--- src/rtl/lav_pkg.sv ---
// Shared types, constants and arithmetic helpers of the look-at view matrix block.
`default_nettype none

package lav_pkg;

  // Fraction bits of the internal unit vectors
  localparam int FRAC_BITS = 16;
  // Signed width of a unit vector component (holds +-2^FRAC_BITS)
  localparam int UW = FRAC_BITS + 2;
  // Magnitude width: covers the raw side vector (unit forward times 32-bit up)
  localparam int MW = FRAC_BITS + 33;
  // Quotient bits of the normalising division
  localparam int QB = FRAC_BITS + 2;
  // Signed operand width of the shared multiplier
  localparam int OW = 33;
  // Output entry width, Q1.16
  localparam int EW = 18;

  localparam logic [MW-1:0] SCL_HI = MW'(1) << 30;
  localparam logic [MW-1:0] SCL_LO = MW'(1) << 29;
  localparam logic [QB-1:0] Q_ONE  = QB'(1) << FRAC_BITS;
  localparam logic [1:0]    ROW_LAST = 2'd2;

  // One camera item as it travels from the front to the back
  typedef struct packed {
    logic [2:0][31:0] eye;
    logic [2:0][31:0] upv;
    logic [2:0][32:0] fwd;
    logic             fzero;
  } cam_t;

  typedef enum logic [2:0] {
    ST_IDLE,
    ST_LOAD,
    ST_SCALE,
    ST_MAC,
    ST_SQRT,
    ST_DIVLD,
    ST_DIV,
    ST_EMIT
  } st_t;

  typedef enum logic [1:0] {
    OP_SQ,
    OP_SIDE,
    OP_UPV,
    OP_DOT
  } op_t;

  // Next and previous component index, cyclic over three
  function automatic logic [1:0] nxt3(input logic [1:0] i);
    return (i == 2'd2) ? 2'd0 : i + 2'd1;
  endfunction

  function automatic logic [1:0] prv3(input logic [1:0] i);
    return (i == 2'd0) ? 2'd2 : i - 2'd1;
  endfunction

  // Right shift by n rounding half away from zero
  function automatic logic signed [63:0] shr_rnd(input logic signed [63:0] v, input int n);
    logic [63:0] m;
    if (n <= 0) begin
      return v;
    end
    m = v[63] ? 64'(-v) : 64'(v);
    m = (m + (64'(1) << (n - 1))) >> n;
    return v[63] ? -$signed(m) : $signed(m);
  endfunction

  // Convert a unit component to Q1.16 and clamp
  function automatic logic signed [EW-1:0] to_q16(input logic signed [UW-1:0] v);
    logic signed [63:0] w;
    logic signed [63:0] r;
    w = 64'(v);
    if (FRAC_BITS > 16) begin
      r = shr_rnd(w, FRAC_BITS - 16);
    end else begin
      r = w <<< (16 - FRAC_BITS);
    end
    if (r > 64'sd65536) begin
      r = 64'sd65536;
    end else if (r < -64'sd65536) begin
      r = -64'sd65536;
    end
    return EW'(r);
  endfunction

  // Saturate to the signed 32-bit range
  function automatic logic signed [31:0] sat32(input logic signed [63:0] t);
    if (t > 64'sd2147483647) begin
      return 32'sh7fffffff;
    end else if (t < -64'sd2147483648) begin
      return 32'sh80000000;
    end
    return 32'(t);
  endfunction

endpackage

`default_nettype wire

--- src/rtl/lav_queue.sv ---
// Two-entry queue between the front and the back.
`default_nettype none

module lav_queue import lav_pkg::*; (
  input  logic clk,
  input  logic rst_n,
  input  logic push,
  input  cam_t wr_data,
  input  logic pop,
  output cam_t rd_data,
  output logic full,
  output logic empty
);

  cam_t       mem_r [2];
  logic       wr_ptr_r;
  logic       rd_ptr_r;
  logic [1:0] cnt_r;

  // Write the entry on push
  always_ff @(posedge clk) begin
    if (push) begin
      mem_r[wr_ptr_r] <= wr_data;
    end
  end

  // Advance pointers and fill level
  always_ff @(posedge clk) begin
    if (!rst_n) begin
      wr_ptr_r <= 1'b0;
      rd_ptr_r <= 1'b0;
      cnt_r    <= 2'd0;
    end else begin
      if (push) begin
        wr_ptr_r <= ~wr_ptr_r;
      end
      if (pop) begin
        rd_ptr_r <= ~rd_ptr_r;
      end
      cnt_r <= cnt_r + 2'(push) - 2'(pop);
    end
  end

  assign rd_data = mem_r[rd_ptr_r];
  assign full    = (cnt_r == 2'd2);
  assign empty   = (cnt_r == 2'd0);

endmodule

`default_nettype wire

--- config.mk ---
export PLATFORM = sky130hd
export DESIGN_NAME = lav_queue
export DESIGN_NICKNAME = d
export VERILOG_FILES = /design/src/rtl/lav_pkg.sv /design/src/rtl/lav_queue.sv
export SDC_FILE = /design/constraint.sdc
export NUM_CORES = 1
export LEC_CHECK = 0
export ABC_AREA = 1
export BUFFER_PORTS_ARGS = -buffer_cell sky130_fd_sc_hd__buf_2
export CAP_MARGIN = 20
export CORE_MARGIN = 2
export CORE_UTILIZATION = 30
export CTS_CLUSTER_DIAMETER = 150
export CTS_CLUSTER_SIZE = 30
export DETAILED_ROUTE_END_ITERATION = 10
export PLACE_DENSITY_LB_ADDON = 0.05
export SYNTH_ARGS = -nofsm -noshare
export SYNTH_HDL_FRONTEND = slang
export SYNTH_SLANG_ARGS = --single-unit
--- constraint.sdc ---
create_clock -name clk -period 27.9 [get_ports clk]
set_input_delay 4.185 -clock clk [delete_from_list [all_inputs] [get_ports clk]]
set_output_delay 4.185 -clock clk [all_outputs]
set_load 0.005 [all_outputs]
==> metrics <==
ANT nets after route=0; largest net degree at the start of global routing=160; Via density=4.31; number of buffers added on ports=589; Pins Over Slew Limit=0; final-report hold violation count=0; Final min period=8.05 ns; Slew @ Worst Pin=1.12 ns; leakage=9.39 nW; total congestion overflow=0; VDD IR max=0.0489 mV; CTS H-tree lvls=1; Critical Path RT=23.72 ns; share of layout cells above drive strength 1=59.3%; Worst Setup End Kind=primary output; Final Skew=0.0164 ns; worst path arrival time=3.87 ns; DRT Pass-1 Iters=5; Nets=1,831; buffer count from post-CTS setup fixing=0; core area=70,400 sq um; yosys warns=0; die area=73,500 sq um; area grow syn2layout=21.4%; Place WS=20.43 ns; Worst slew margin=25.1%; Ports=590; power per cell area=62.4 nW/um^2; vias in the first global route=11,371; GRT Total Usage=14.5%; std cell rows=97; # clock sinks=589; final setup vio count=0; WS Path Type=reg2out; Avg WL per Cell=22.2 um; status=completed; worst-path fanout max=69; Initial DRC Count=555; critical path startpoint category=flip-flop; total number of vias=10,812; Post-DP HPWL=39.2 mm; Die Y=271 um; initial antenna violation count=32; post-CTS resize count=0; DRC Markers=0; r2r worst-path depth=4; Pwr Total=1.62 mW; Max Fclk=124 MHz; CTS tree=yes; cts hold-fix bufs=0; utilization after layout=36.9%; worst min-delay path class=reg2reg; Die W=271 um; global-route wire length before repair=77.5 mm; worst setup margin=19.85 ns; final wirelength=55.7 mm; Syn Inst Count=941; Starting Density=30.4%; Seq/Total Area, Yosys=82.4%; Distinct cells, synth=11; CTS max path bufs=3; syn_area_per_cell=22.7 sq um; Max Cap Viol=0; Post-Synthesis Net Count=1,239; clk_lat worst skew=0.58 ns; Mapped Area=21,400 sq um; hold-critical path depth=2; Seq cells post-synth=589; GPL Wtd Cong=0.770; cts bufs inserted=23; RSZ-0062 raised after global routing=false; setup TNS=0 ns; Root Driver=clkbuf_16; Worst-path clk slew=0.12 ns; period utilization=28.9%
-- per-stage QoR --
step | hold slack [ns] | cell area (sq um) | instances
2_1_floorplan | 0.463 | 21400 | 941
3_3_place_gp | 0.476 | 25300 | 2448
3_5_place_dp | 0.487 | 25300 | 2448
4_1_cts | 0.517 | 25900 | 2489
5_1_grt | 0.565 | 26000 | 2500
6_report | 0.512 | 26000 | 2506
-- cell usage after synthesis, drive strengths merged --
cell type	count	area (sq um)
edfxtp	584	17500
mux2	292	3290
dfxtp	5	100
inv	7	26.3
nand2	8	30.0
nand3	1	5.00
nor2	9	33.8
a21oi	1	5.00
buf	32	354
ha	2	25.0
-- per-layer routing --
| layer | track usage (%) | wire [um] | share of wire [%] | vias up |
|---|---|---|---|---|
| met5 | 0 | 198 | 0.36 | - |
| met4 | 4.58 | 1620 | 2.9 | 34 |
| met3 | 5.54 | 4580 | 8.2 | 96 |
| met2 | 26.6 | 29700 | 53 | 322 |
| met1 | 15.1 | 19600 | 35 | 5424 |
| li1 | - | - | - | 4936 |
-- state kept, by name, indices dropped and copies added, names as in the netlist, named ones only --
name	count
cnt_r	2
wr_ptr_r	1
rd_ptr_r	1
mem_r	584
-- critical path, stage by stage, from the launching register on --
cell and delay, ns:
dfxtp_4 0.95, buf_4 0.78, buf_4 0.76, mux2_2 0.42, buf_2 0.13
-- cell families after synthesis --
kind of cell	Yosys count	synth area share (%)
AOI/OAI and AO/OA	1	0.0234
adders and majority gates	2	0.117
buffers and inverters	39	1.78
DFF	589	82.4
muxes	292	15.4
and+or+nand+nor	18	0.321
-- path summary, 6_finish.rpt --
check	from	end	slack, ns
worst min-delay path	rd_ptr_r	flip-flop	0.51
worst min register to register	rd_ptr_r	flip-flop	0.51
worst max-delay path	flip-flop	rd_data[219]	19.85
worst max register to register	wr_ptr_r	mem_r[1][126]	24.47
-- power breakdown --
part / internal (mW) / switching (mW)
clock: 0.160 / 0.260
sequential: 1.03 / 0.0143
combinational: 0.0784 / 0.0846
-- cell type report --
cell class | count | area (sq um)
Sequential cell | 589 | 17600
Timing Repair Buffer | 599 | 3040
Multi-Input combinational cell | 313 | 3390
Fill cell | 6780 | 44400
Clock buffer | 40 | 639
Inverter | 7 | 33.8
Antenna cell | 17 | 42.5
Clock inverter | 1 | 16.3
Tap cell | 940 | 1180
-- cell usage in the layout, fill, tap and decap left out --
cell         n
inv_8        1
a21oi_1      1
nand3_1      1
inv_1        6
diode_2     17
mux2_2     292
dfxtp_4      1
nor2_1       8
nor2_4       1
nand2_1      8
clkinv_8     1
clkbuf_1    17
buf_12       1
buf_4        9
dfxtp_1      4
edfxtp_1   584
buf_2      589
ha_1         2
clkbuf_16   23
(Power assumes the default switching activity.)
