**src/rtl/lav_pkg.sv**
```systemverilog
// Shared types, constants and arithmetic helpers of the look-at view matrix block.
`default_nettype none

package lav_pkg;

  // Fraction bits of the internal unit vectors
  localparam int FRAC_BITS = 16;
  // Signed width of a unit vector component (holds +-2^FRAC_BITS)
  localparam int UW = FRAC_BITS + 2;
  // Magnitude width: covers the raw side vector (unit forward times 32-bit up)
  localparam int MW = FRAC_BITS + 33;
  // Quotient bits of the normalising division
  localparam int QB = FRAC_BITS + 2;
  // Signed operand width of the shared multiplier
  localparam int OW = 33;
  // Output entry width, Q1.16
  localparam int EW = 18;

  localparam logic [MW-1:0] SCL_HI = MW'(1) << 30;
  localparam logic [MW-1:0] SCL_LO = MW'(1) << 29;
  localparam logic [QB-1:0] Q_ONE  = QB'(1) << FRAC_BITS;
  localparam logic [1:0]    ROW_LAST = 2'd2;

  // One camera item as it travels from the front to the back
  typedef struct packed {
    logic [2:0][31:0] eye;
    logic [2:0][31:0] upv;
    logic [2:0][32:0] fwd;
    logic             fzero;
  } cam_t;

  typedef enum logic [2:0] {
    ST_IDLE,
    ST_LOAD,
    ST_SCALE,
    ST_MAC,
    ST_SQRT,
    ST_DIVLD,
    ST_DIV,
    ST_EMIT
  } st_t;

  typedef enum logic [1:0] {
    OP_SQ,
    OP_SIDE,
    OP_UPV,
    OP_DOT
  } op_t;

  // Next and previous component index, cyclic over three
  function automatic logic [1:0] nxt3(input logic [1:0] i);
    return (i == 2'd2) ? 2'd0 : i + 2'd1;
  endfunction

  function automatic logic [1:0] prv3(input logic [1:0] i);
    return (i == 2'd0) ? 2'd2 : i - 2'd1;
  endfunction

  // Right shift by n rounding half away from zero
  function automatic logic signed [63:0] shr_rnd(input logic signed [63:0] v, input int n);
    logic [63:0] m;
    if (n <= 0) begin
      return v;
    end
    m = v[63] ? 64'(-v) : 64'(v);
    m = (m + (64'(1) << (n - 1))) >> n;
    return v[63] ? -$signed(m) : $signed(m);
  endfunction

  // Convert a unit component to Q1.16 and clamp
  function automatic logic signed [EW-1:0] to_q16(input logic signed [UW-1:0] v);
    logic signed [63:0] w;
    logic signed [63:0] r;
    w = 64'(v);
    if (FRAC_BITS > 16) begin
      r = shr_rnd(w, FRAC_BITS - 16);
    end else begin
      r = w <<< (16 - FRAC_BITS);
    end
    if (r > 64'sd65536) begin
      r = 64'sd65536;
    end else if (r < -64'sd65536) begin
      r = -64'sd65536;
    end
    return EW'(r);
  endfunction

  // Saturate to the signed 32-bit range
  function automatic logic signed [31:0] sat32(input logic signed [63:0] t);
    if (t > 64'sd2147483647) begin
      return 32'sh7fffffff;
    end else if (t < -64'sd2147483648) begin
      return 32'sh80000000;
    end
    return 32'(t);
  endfunction

endpackage

`default_nettype wire

```
**src/rtl/lav_front.sv**
```systemverilog
// Front end: accept camera items, form the forward vector and flag a zero one.
`default_nettype none

module lav_front import lav_pkg::*; (
  input  logic        clk,
  input  logic        rst_n,
  input  logic        start,
  output logic        busy,
  input  logic [31:0] in_eye_x,
  input  logic [31:0] in_eye_y,
  input  logic [31:0] in_eye_z,
  input  logic [31:0] in_target_x,
  input  logic [31:0] in_target_y,
  input  logic [31:0] in_target_z,
  input  logic [31:0] in_upvec_x,
  input  logic [31:0] in_upvec_y,
  input  logic [31:0] in_upvec_z,
  input  logic        q_full,
  output logic        q_push,
  output cam_t        q_data
);

  cam_t stg_r;
  cam_t stg_nxt;
  logic stg_v_r;
  logic stg_v_nxt;
  logic accept;

  // Hold off only while the stage is loaded and the queue cannot take it
  assign busy   = stg_v_r & q_full;
  assign accept = start & ~busy;
  assign q_push = stg_v_r & ~q_full;
  assign q_data = stg_r;

  // Form forward = target - eye at full width
  always_comb begin
    stg_nxt.eye = {in_eye_z, in_eye_y, in_eye_x};
    stg_nxt.upv = {in_upvec_z, in_upvec_y, in_upvec_x};
    stg_nxt.fwd[0] = 33'($signed(in_target_x)) - 33'($signed(in_eye_x));
    stg_nxt.fwd[1] = 33'($signed(in_target_y)) - 33'($signed(in_eye_y));
    stg_nxt.fwd[2] = 33'($signed(in_target_z)) - 33'($signed(in_eye_z));
    stg_nxt.fzero  = (stg_nxt.fwd == '0);
    stg_v_nxt      = accept | (stg_v_r & ~q_push);
  end

  always_ff @(posedge clk) begin
    if (!rst_n) begin
      stg_v_r <= 1'b0;
    end else begin
      stg_v_r <= stg_v_nxt;
    end
  end

  always_ff @(posedge clk) begin
    if (accept) begin
      stg_r <= stg_nxt;
    end
  end

endmodule

`default_nettype wire

```
**config.mk**
```make
export PLATFORM = sky130hd
export DESIGN_NAME = lav_front
export DESIGN_NICKNAME = d
export VERILOG_FILES = /design/src/rtl/lav_pkg.sv /design/src/rtl/lav_front.sv
export SDC_FILE = /design/constraint.sdc
export NUM_CORES = 1
export LEC_CHECK = 0
export BUFFER_PORTS_ARGS = -buffer_cell sky130_fd_sc_hd__buf_2
export CAP_MARGIN = 20
export CORE_AREA = 2 2 226 228
export DETAILED_ROUTE_END_ITERATION = 10
export DIE_AREA = 0 0 228 230
export MAX_ROUTING_LAYER = met4
export SETUP_SLACK_MARGIN = 0.3
export SLEW_MARGIN = 40
export SYNTH_ARGS = -nofsm -noshare
export SYNTH_HDL_FRONTEND = slang
export SYNTH_SLANG_ARGS = --single-unit
```
**constraint.sdc**
```tcl
create_clock -name clk -period 28.7 [get_ports clk]
set_clock_uncertainty 0.05 [all_clocks]
set_input_delay 5.74 -clock clk [delete_from_list [all_inputs] [get_ports clk]]
set_output_delay 5.74 -clock clk [all_outputs]
set_load 0.01 [all_outputs]
```
==> results.sh, run 1 <==
export IMPL_clock_root_buffer="sky130_fd_sc_hd__clkbuf_16"
export IMPL_fp_dieArea_mm2=0.0524
export IMPL_design_portCount=586
export IMPL_vias_per_cell=4.79
export IMPL_internal_power_mw=0.893
export IMPL_cts_reportedPaths_clkPinSlew_ns=0.06
export IMPL_post_drt_wl_per_cell_um=21.2
export IMPL_net_count_of_the_finished_layout=2211
export IMPL_totalNegativeSetupSlack_ns=0
export IMPL_die_width_um=228
export IMPL_arrival_ns=6.20
export IMPL_route_antenna_remaining_nets=0
export IMPL_synth_seq_cells=293
export IMPL_power_mw=1.25
export IMPL_critical_path_cell_chain="buf_2, and2_1, buf_2"
export IMPL_post_route_cells_drive_above_1_share=0.359
export IMPL_fmax_ghz=0.0834
export IMPL_seq_area_frac_synth=0.598
export IMPL_crit_path_end_kind="primary output"
export IMPL_critPathMostFrequentCell="sky130_fd_sc_hd__buf_2"
export IMPL_path_buf_inv=2
export IMPL_cts_repair_timing_setup_buffer_count=0
export IMPL_max_slew_margin=0.458
export IMPL_most_common_layout_cells="sky130_fd_sc_hd__buf_2, sky130_fd_sc_hd__edfxtp_1, sky130_fd_sc_hd__inv_1, sky130_fd_sc_hd__a21oi_1, sky130_fd_sc_hd__ha_1"
export IMPL_run_status="finished clean"
export IMPL_power_switching_mw=0.357
export IMPL_final_min_period_over_clock_period=0.418
export IMPL_core_area_mm2=0.0499
export IMPL_grt_antenna_before_repair=13
export IMPL_worstPathMaxFanout=3
export IMPL_edff_count_synth=292
export IMPL_max_stage_delay_ns=0.21
export IMPL_grt_max_degree=83
export IMPL_detailed_place_hpwl_mm=44.2
export IMPL_finalWeightedCongestion=0.903
export IMPL_grt_overflow_total=0
export IMPL_post_route_util=0.394
export IMPL_port_buffers=585
export IMPL_sequential_cell_area_mm2=0.00879
export IMPL_ys_warnings_count=0
export IMPL_cell_family_contributing_the_most_delay_on_the_critical_path="buffers and inverters"
export IMPL_num_rows=82
export IMPL_initial_utilization=0.295
export IMPL_timing_final_hold_violations=0
export IMPL_clk_latency_ns=0.55
export IMPL_tritoncts="built"
export IMPL_die_height_um=230
export IMPL_power_density_over_the_cells_mw_per_mm2=63.6
export IMPL_synth_async_reset_ratio=0
export IMPL_mappedNetlistArea_mm2=0.0147
export IMPL_ir_drop_worst_case_vdd_uv=42.2
export IMPL_timing_critical_path_from_type="primary input"
export IMPL_worstMarginPinSlew_ns=0.812
export IMPL_syn_avg_cell_area_um2=12.1
export IMPL_clock_tree_htree_level_count=2
export IMPL_yosys_area_top_type="sky130_fd_sc_hd__edfxtp_1"
export IMPL_cts_hold_repair_buffers=0
export IMPL_clock_power_share=0.375
export IMPL_gr_usage_all_layers=0.203
export IMPL_synthCells=1213
export IMPL_synthesis_nets=1604
export IMPL_detail_route_iter0_violations=641
export IMPL_worst_endpoint_required_ns=22.91
export IMPL_dpl_instance_area_mm2=0.0184
export IMPL_multiInputGateArea_mm2=0.00535
export IMPL_grt_setup_unrepaired="no"
export IMPL_setup_viol=0
export IMPL_post_synth_top_area_share=0.597
export IMPL_max_cap_viol_count=0
export IMPL_cts_num_sinks=293
export IMPL_power_combinational_fraction=0.202
export IMPL_finalCriticalPeriod_ns=11.99
export IMPL_slowest_stage="sky130_fd_sc_hd__and2_1"
export IMPL_maxSlewViolCount=0
export IMPL_cts_made_buffers=36
export IMPL_drtPass1Iterations=5
export IMPL_cts_path_max_buffers=3
export IMPL_leakage_nw=8.63
export IMPL_grt_first_pass_wirelength_mm=76.6
export IMPL_timing_setup_critical_path_class="primary input to primary output"
export IMPL_synth_flop_cell="sky130_fd_sc_hd__edfxtp_1"
export IMPL_sw_frac_of_total=0.286
export IMPL_post_cts_resize_count=0
export IMPL_layout_cells_most_common="sky130_fd_sc_hd__buf_2"
export IMPL_stdcell_area_mm2=0.0197
export IMPL_via_count=12093
export IMPL_synthTopCellsByArea="sky130_fd_sc_hd__edfxtp_1, sky130_fd_sc_hd__ha_1, sky130_fd_sc_hd__inv_1"
export IMPL_hold_path_class="register to register"
export IMPL_synth_cell_type_count=69
export IMPL_route_detailed_drc=0
export IMPL_wirelength_routed_mm=53.7
export IMPL_layout_area_overhead_vs_synth_pct=33.8
export IMPL_number_of_global_route_vias_before_repair=12176
export IMPL_share_seq_of_total_power=0.423
export IMPL_n_fill_cell=4890
==> flip-flops by register name, summed over array words and instances, names as in the netlist <==
| name | flops |
|---|---|
| q_data | 292 |
| stg_v_r | 1 |
==> worst register-to-register path, delay by kind of cell, from the launching register on <==
| kind | cells | cell delay (ns) |
|---|---|---|
| buf+inv | 2 | 1.33 |
| flops | 1 | 0.31 |
| simple gates | 2 | 0.31 |
==> cell usage after synthesis (all sizes together), types with 3 or more instances <==
cell	count
a211oi	7
clkbuf	20
and2	8
a31oi	11
inv	131
or4b	4
nor2b	13
nor4	5
nand3	23
fa	3
mux2i	3
or3	11
o211a	3
xor2	28
or4	11
o221ai	3
o21a	10
a21o	26
nor3	23
a21boi	3
nand4	25
a21oi	98
xnor2	50
edfxtp	292
o21bai	12
nand2b	6
o31a	3
nand4b	3
nor3b	4
o21ai	60
o211ai	13
nand3b	3
a221oi	7
o31ai	7
or2	4
nor2	66
nand2	85
ha	96
==> kinds of logic (layout without fill, tap and decap cells) <==
logic type	count (synthesis)	count (layout)	share of synthesized area
and+or+nand+nor	304	304	0.105
DFF	293	293	0.598
AOI/OAI and AO/OA	284	284	0.123
buffers and inverters	151	785	0.0386
adders and majority gates	99	99	0.0858
xor gates and xnor gates	78	78	0.0465
muxes	4	4	0.00281
other	0	8	0
==> metal layers <==
| metal | vias to the layer above | wire length [um] | GRT usage |
|---|---|---|---|
| met5 | - | 0 | - |
| met4 | 0 | 1320 | 0.0564 |
| met3 | 84 | 3930 | 0.0522 |
| met2 | 497 | 28700 | 0.378 |
| met1 | 5771 | 19700 | 0.211 |
| li1 | 5741 | - | - |
==> stage by stage <==
stage                     worst slack [ns]  instances  hold slack (ns)
after global routing                 16.70       2527            0.685
after global placement               16.74       2454            0.599
after CTS                            16.71       2519            0.654
final                                16.71       2527            0.656
after floorplan                       8.92       1213            0.586
after detailed placement             16.71       2454            0.633
==> cell type report <==
cell class                      instances  share of cell area
Multi-Input combinational cell        769               0.272
Timing Repair Buffer                  589               0.151
Clock buffer                           44              0.0499
Sequential cell                       293               0.447
Tap cell                              672              0.0428
Inverter                              131              0.0250
Antenna cell                            8             0.00102
Clock inverter                         21              0.0114
==> final timing paths <==
| kind | from | end | slack, ns | depth (start not counted) |
|---|---|---|---|---|
| worst max-delay path | q_full | busy | 16.71 | 3 |
| worst max register to register | stg_v_r | q_data[235] | 26.24 | 4 |
| worst min-delay path | stg_v_r | stg_v_r | 0.66 | 2 |
| worst min register to register | stg_v_r | stg_v_r | 0.66 | 2 |
==> power groups by stage <==
stage	clock network [mW]	logic, mW	registers, mW
6_report	0.469	0.253	0.529
5_1_grt	0.496	0.277	0.532
4_1_cts	0.482	0.256	0.529
3_5_place_dp	0	0.255	0.537
3_3_place_gp	0	0.253	0.537
2_1_floorplan	0	0.119	0.567
(Power assumes the default switching activity.)
==> run 2, diff against run 1 <==
--- a/config.mk
+++ b/config.mk
@@ -5,11 +5,12 @@
 export SDC_FILE = /design/constraint.sdc
 export NUM_CORES = 1
 export LEC_CHECK = 0
+export ABC_AREA = 1
 export BUFFER_PORTS_ARGS = -buffer_cell sky130_fd_sc_hd__buf_2
 export CAP_MARGIN = 20
-export CORE_AREA = 2 2 226 228
+export CORE_AREA = 2 2 231 233
 export DETAILED_ROUTE_END_ITERATION = 10
-export DIE_AREA = 0 0 228 230
+export DIE_AREA = 0 0 233 235
 export MAX_ROUTING_LAYER = met4
 export SETUP_SLACK_MARGIN = 0.3
 export SLEW_MARGIN = 40
==> constraint.sdc (replaced) <==
create_clock -name clk -period 12 [get_ports clk]
set_clock_uncertainty 0.05 [all_clocks]
set_input_delay 2.4 -clock clk [delete_from_list [all_inputs] [get_ports clk]]
set_output_delay 2.4 -clock clk [all_outputs]
set_load 0.01 [all_outputs]
==> run 2 against run 1 <==
Compared with the run above:
- area after synthesis grew 18%
- largest cell class unchanged
- critical endpoint unchanged
- cell count grew 40%
- sequential share of layout area shrank 5.5 points
- design area grew 14%
==> results.sh, run 2 <==
export IMPL_most_common_layout_cells="sky130_fd_sc_hd__nand2_1, sky130_fd_sc_hd__buf_2, sky130_fd_sc_hd__inv_1, sky130_fd_sc_hd__edfxtp_1, sky130_fd_sc_hd__nor2_1"
export IMPL_clock_root_buffer="sky130_fd_sc_hd__clkbuf_16"
export IMPL_number_of_global_route_vias_before_repair=15884
export IMPL_synth_cell_type_count=32
export IMPL_globalRouteMet2Util=0.368
export IMPL_cell_family_contributing_the_most_delay_on_the_critical_path="buffers and inverters"
export IMPL_cts_hold_repair_buffers=0
export IMPL_num_rows=84
export IMPL_path_buf_inv=3
export IMPL_syn_avg_cell_area_um2=7.91
export IMPL_hold_path_cell_count=2
export IMPL_tritoncts="built"
export IMPL_die_height_um=235
export IMPL_power_density_over_the_cells_mw_per_mm2=136
export IMPL_final_min_period_over_clock_period=0.437
export IMPL_critical_path_cell_chain="buf_2, nand2_1, inv_1, buf_2"
export IMPL_setup_viol=0
export IMPL_yosys_area_top_type="sky130_fd_sc_hd__edfxtp_1"
export IMPL_multiInputGateArea_mm2=0.00658
export IMPL_post_drt_wl_per_cell_um=16.6
export IMPL_cts_num_sinks=293
export IMPL_wirelength_routed_mm=58.6
export IMPL_timing_final_hold_violations=0
export IMPL_maxSlewViolCount=0
export IMPL_worst_endpoint_required_ns=9.55
export IMPL_synthTopCellsByArea="sky130_fd_sc_hd__edfxtp_1, sky130_fd_sc_hd__nand2_1, sky130_fd_sc_hd__inv_1"
export IMPL_timing_setup_critical_path_class="primary input to primary output"
export IMPL_synthCells=2195
export IMPL_grt_antenna_before_repair=6
export IMPL_run_status="finished clean"
export IMPL_via_count=15974
export IMPL_post_cts_resize_count=0
export IMPL_cts_reportedPaths_clkPinSlew_ns=0.05
export IMPL_n_fill_cell=5377
export IMPL_hold_path_class="register to register"
export IMPL_route_antenna_remaining_nets=0
export IMPL_post_synth_top_area_share=0.505
export IMPL_worst_slack_after_detailed_placement_ns=6.75
export IMPL_largest_reg_flops=292
export IMPL_worstMarginPinSlew_ns=0.810
export IMPL_crit_path_end_kind="primary output"
export IMPL_timing_final_ws_setup_ns=6.75
export IMPL_r2r_worst_path_cells=6
export IMPL_core_area_mm2=0.0522
export IMPL_netlist_top_cells_count="sky130_fd_sc_hd__nand2_1, sky130_fd_sc_hd__inv_1, sky130_fd_sc_hd__edfxtp_1"
export IMPL_totalNegativeSetupSlack_ns=0
export IMPL_fmax_ghz=0.191
export IMPL_die_width_um=233
export IMPL_synth_seq_cells=293
export IMPL_fp_dieArea_mm2=0.0548
export IMPL_timing_critical_path_from_type="primary input"
export IMPL_worstPathMaxFanout=2
export IMPL_port_buffers=585
export IMPL_rr_endpoint="q_data[269]"
export IMPL_drtPass1Iterations=5
export IMPL_power_mw=3.05
export IMPL_min_delay_worst_endpoint="stg_v_r"
export IMPL_grt_max_degree=96
export IMPL_layout_area_overhead_vs_synth_pct=29.2
export IMPL_max_stage_delay_ns=0.15
export IMPL_net_count_of_the_finished_layout=3213
export IMPL_route_detailed_drc=0
export IMPL_arrival_ns=2.80
export IMPL_globalRouteMet1Util=0.263
export IMPL_max_slew_margin=0.460
export IMPL_synth_async_reset_ratio=0
export IMPL_finalCriticalPeriod_ns=5.25
export IMPL_detailed_place_hpwl_mm=48.6
export IMPL_cts_path_max_buffers=3
export IMPL_grt_use_met3=0.0358
export IMPL_post_route_cells_drive_above_1_share=0.234
export IMPL_max_cap_viol_count=0
export IMPL_clock_tree_htree_level_count=2
export IMPL_worst_r2r_startpoint="stg_v_r"
export IMPL_synthesis_nets=2586
export IMPL_grt_first_pass_wirelength_mm=88.6
export IMPL_critPathMostFrequentCell="sky130_fd_sc_hd__buf_2"
export IMPL_detail_route_iter0_violations=974
export IMPL_leakage_nw=12.2
export IMPL_gr_usage_all_layers=0.216
export IMPL_mappedNetlistArea_mm2=0.0174
export IMPL_slowest_stage="sky130_fd_sc_hd__buf_2"
export IMPL_finalWeightedCongestion=0.946
export IMPL_vias_per_cell=4.51
export IMPL_layout_cells_most_common="sky130_fd_sc_hd__nand2_1"
export IMPL_global_route_peak_usage_layer="met2"
export IMPL_ir_drop_worst_case_vdd_uv=85.9
export IMPL_cts_made_buffers=37
export IMPL_seq_area_frac_synth=0.506
export IMPL_r2r_slack_ns=9.33
export IMPL_hold_start="stg_v_r"
export IMPL_minimum_hold_slack_ns=0.455
export IMPL_design_portCount=586
export IMPL_ys_warnings_count=0
export IMPL_edff_count_synth=292
export IMPL_cell_with_the_most_instances_after_synthesis="sky130_fd_sc_hd__nand2_1"
export IMPL_cts_repair_timing_setup_buffer_count=0
export IMPL_clk_latency_ns=0.53
export IMPL_grt_overflow_total=0
export IMPL_grt_setup_unrepaired="no"
export IMPL_initial_utilization=0.332
export IMPL_post_route_util=0.429
export IMPL_synth_flop_cell="sky130_fd_sc_hd__edfxtp_1"
export IMPL_sequential_cell_area_mm2=0.00879
run 2: changes by cell type in the layout (fill, tap and decap cells not counted), moves of 21 or more:
cell	previous run	this run
sky130_fd_sc_hd__xnor2_1	50	2
sky130_fd_sc_hd__inv_1	131	527
sky130_fd_sc_hd__nand2_1	85	836
sky130_fd_sc_hd__a21o_1	26	5
sky130_fd_sc_hd__o21ai_0	57	1
sky130_fd_sc_hd__nand3_1	23	100
sky130_fd_sc_hd__nor2_1	66	164
sky130_fd_sc_hd__a21oi_1	98	61
sky130_fd_sc_hd__xor2_1	28	6
run 2: worst max path at each step:
stage          slack, ns     endpoint   start  cells past startpoint
5_1_grt             6.68         busy  q_full                      4
3_5_place_dp        6.75         busy  q_full                      4
6_report            6.75         busy  q_full                      4
3_3_place_gp        6.53  q_data[121]  q_full                      7
4_1_cts             6.75         busy  q_full                      4
2_1_floorplan       1.33    q_data[0]  q_full                      3
run 2: layer usage:
| metal | vias to the layer above | part of all wire |
|---|---|---|
| li1 | 8061 | - |
| met1 | 7282 | 0.42 |
| met2 | 548 | 0.49 |
| met3 | 83 | 0.065 |
| met4 | 0 | 0.025 |
| met5 | - | 0 |
run 2: cell families after synthesis:
group | after synthesis | share of synthesized area
DFF | 293 | 0.506
buffers and inverters | 529 | 0.115
adders and majority gates | 99 | 0.0727
AOI/OAI and AO/OA | 76 | 0.0239
and+or+nand+nor | 1190 | 0.278
xor gates and xnor gates | 8 | 0.00404
run 2: worst reg2reg max path, cell delays in order, from the launching register on:
cell,delay [ns]
sky130_fd_sc_hd__dfxtp_1,0.31
sky130_fd_sc_hd__nand2_1,0.07
sky130_fd_sc_hd__inv_1,0.07
sky130_fd_sc_hd__nor2_4,0.09
sky130_fd_sc_hd__buf_6,0.46
sky130_fd_sc_hd__buf_12,0.43
sky130_fd_sc_hd__buf_4,0.79
run 2: area by class of cell:
| cell class | instances | area share |
|---|---|---|
| clock inverters | 22 | 0.00971 |
| well taps | 688 | 0.0384 |
| repair buffers | 589 | 0.134 |
| multi-input cells | 1373 | 0.294 |
| clock buffers | 44 | 0.0444 |
| inverters | 528 | 0.0884 |
| diodes | 2 | 0.000223 |
| flip-flops and latches | 293 | 0.392 |
run 2: stage by stage:
stage	instances	instance area [um^2]
6_report	3539	22400
3_5_place_dp	3471	21200
2_1_floorplan	2195	17400
3_3_place_gp	3470	21200
5_1_grt	3539	22400
4_1_cts	3537	22400
run 2: power by group:
part           switching, mW  internal [mW]  total, mW  leakage, nW
clock network          0.449          0.678       1.13        0.591
logic                  0.437          0.226      0.664         8.80
registers             0.0234           1.23       1.25         2.83
total                  0.910           2.14       3.05         12.2
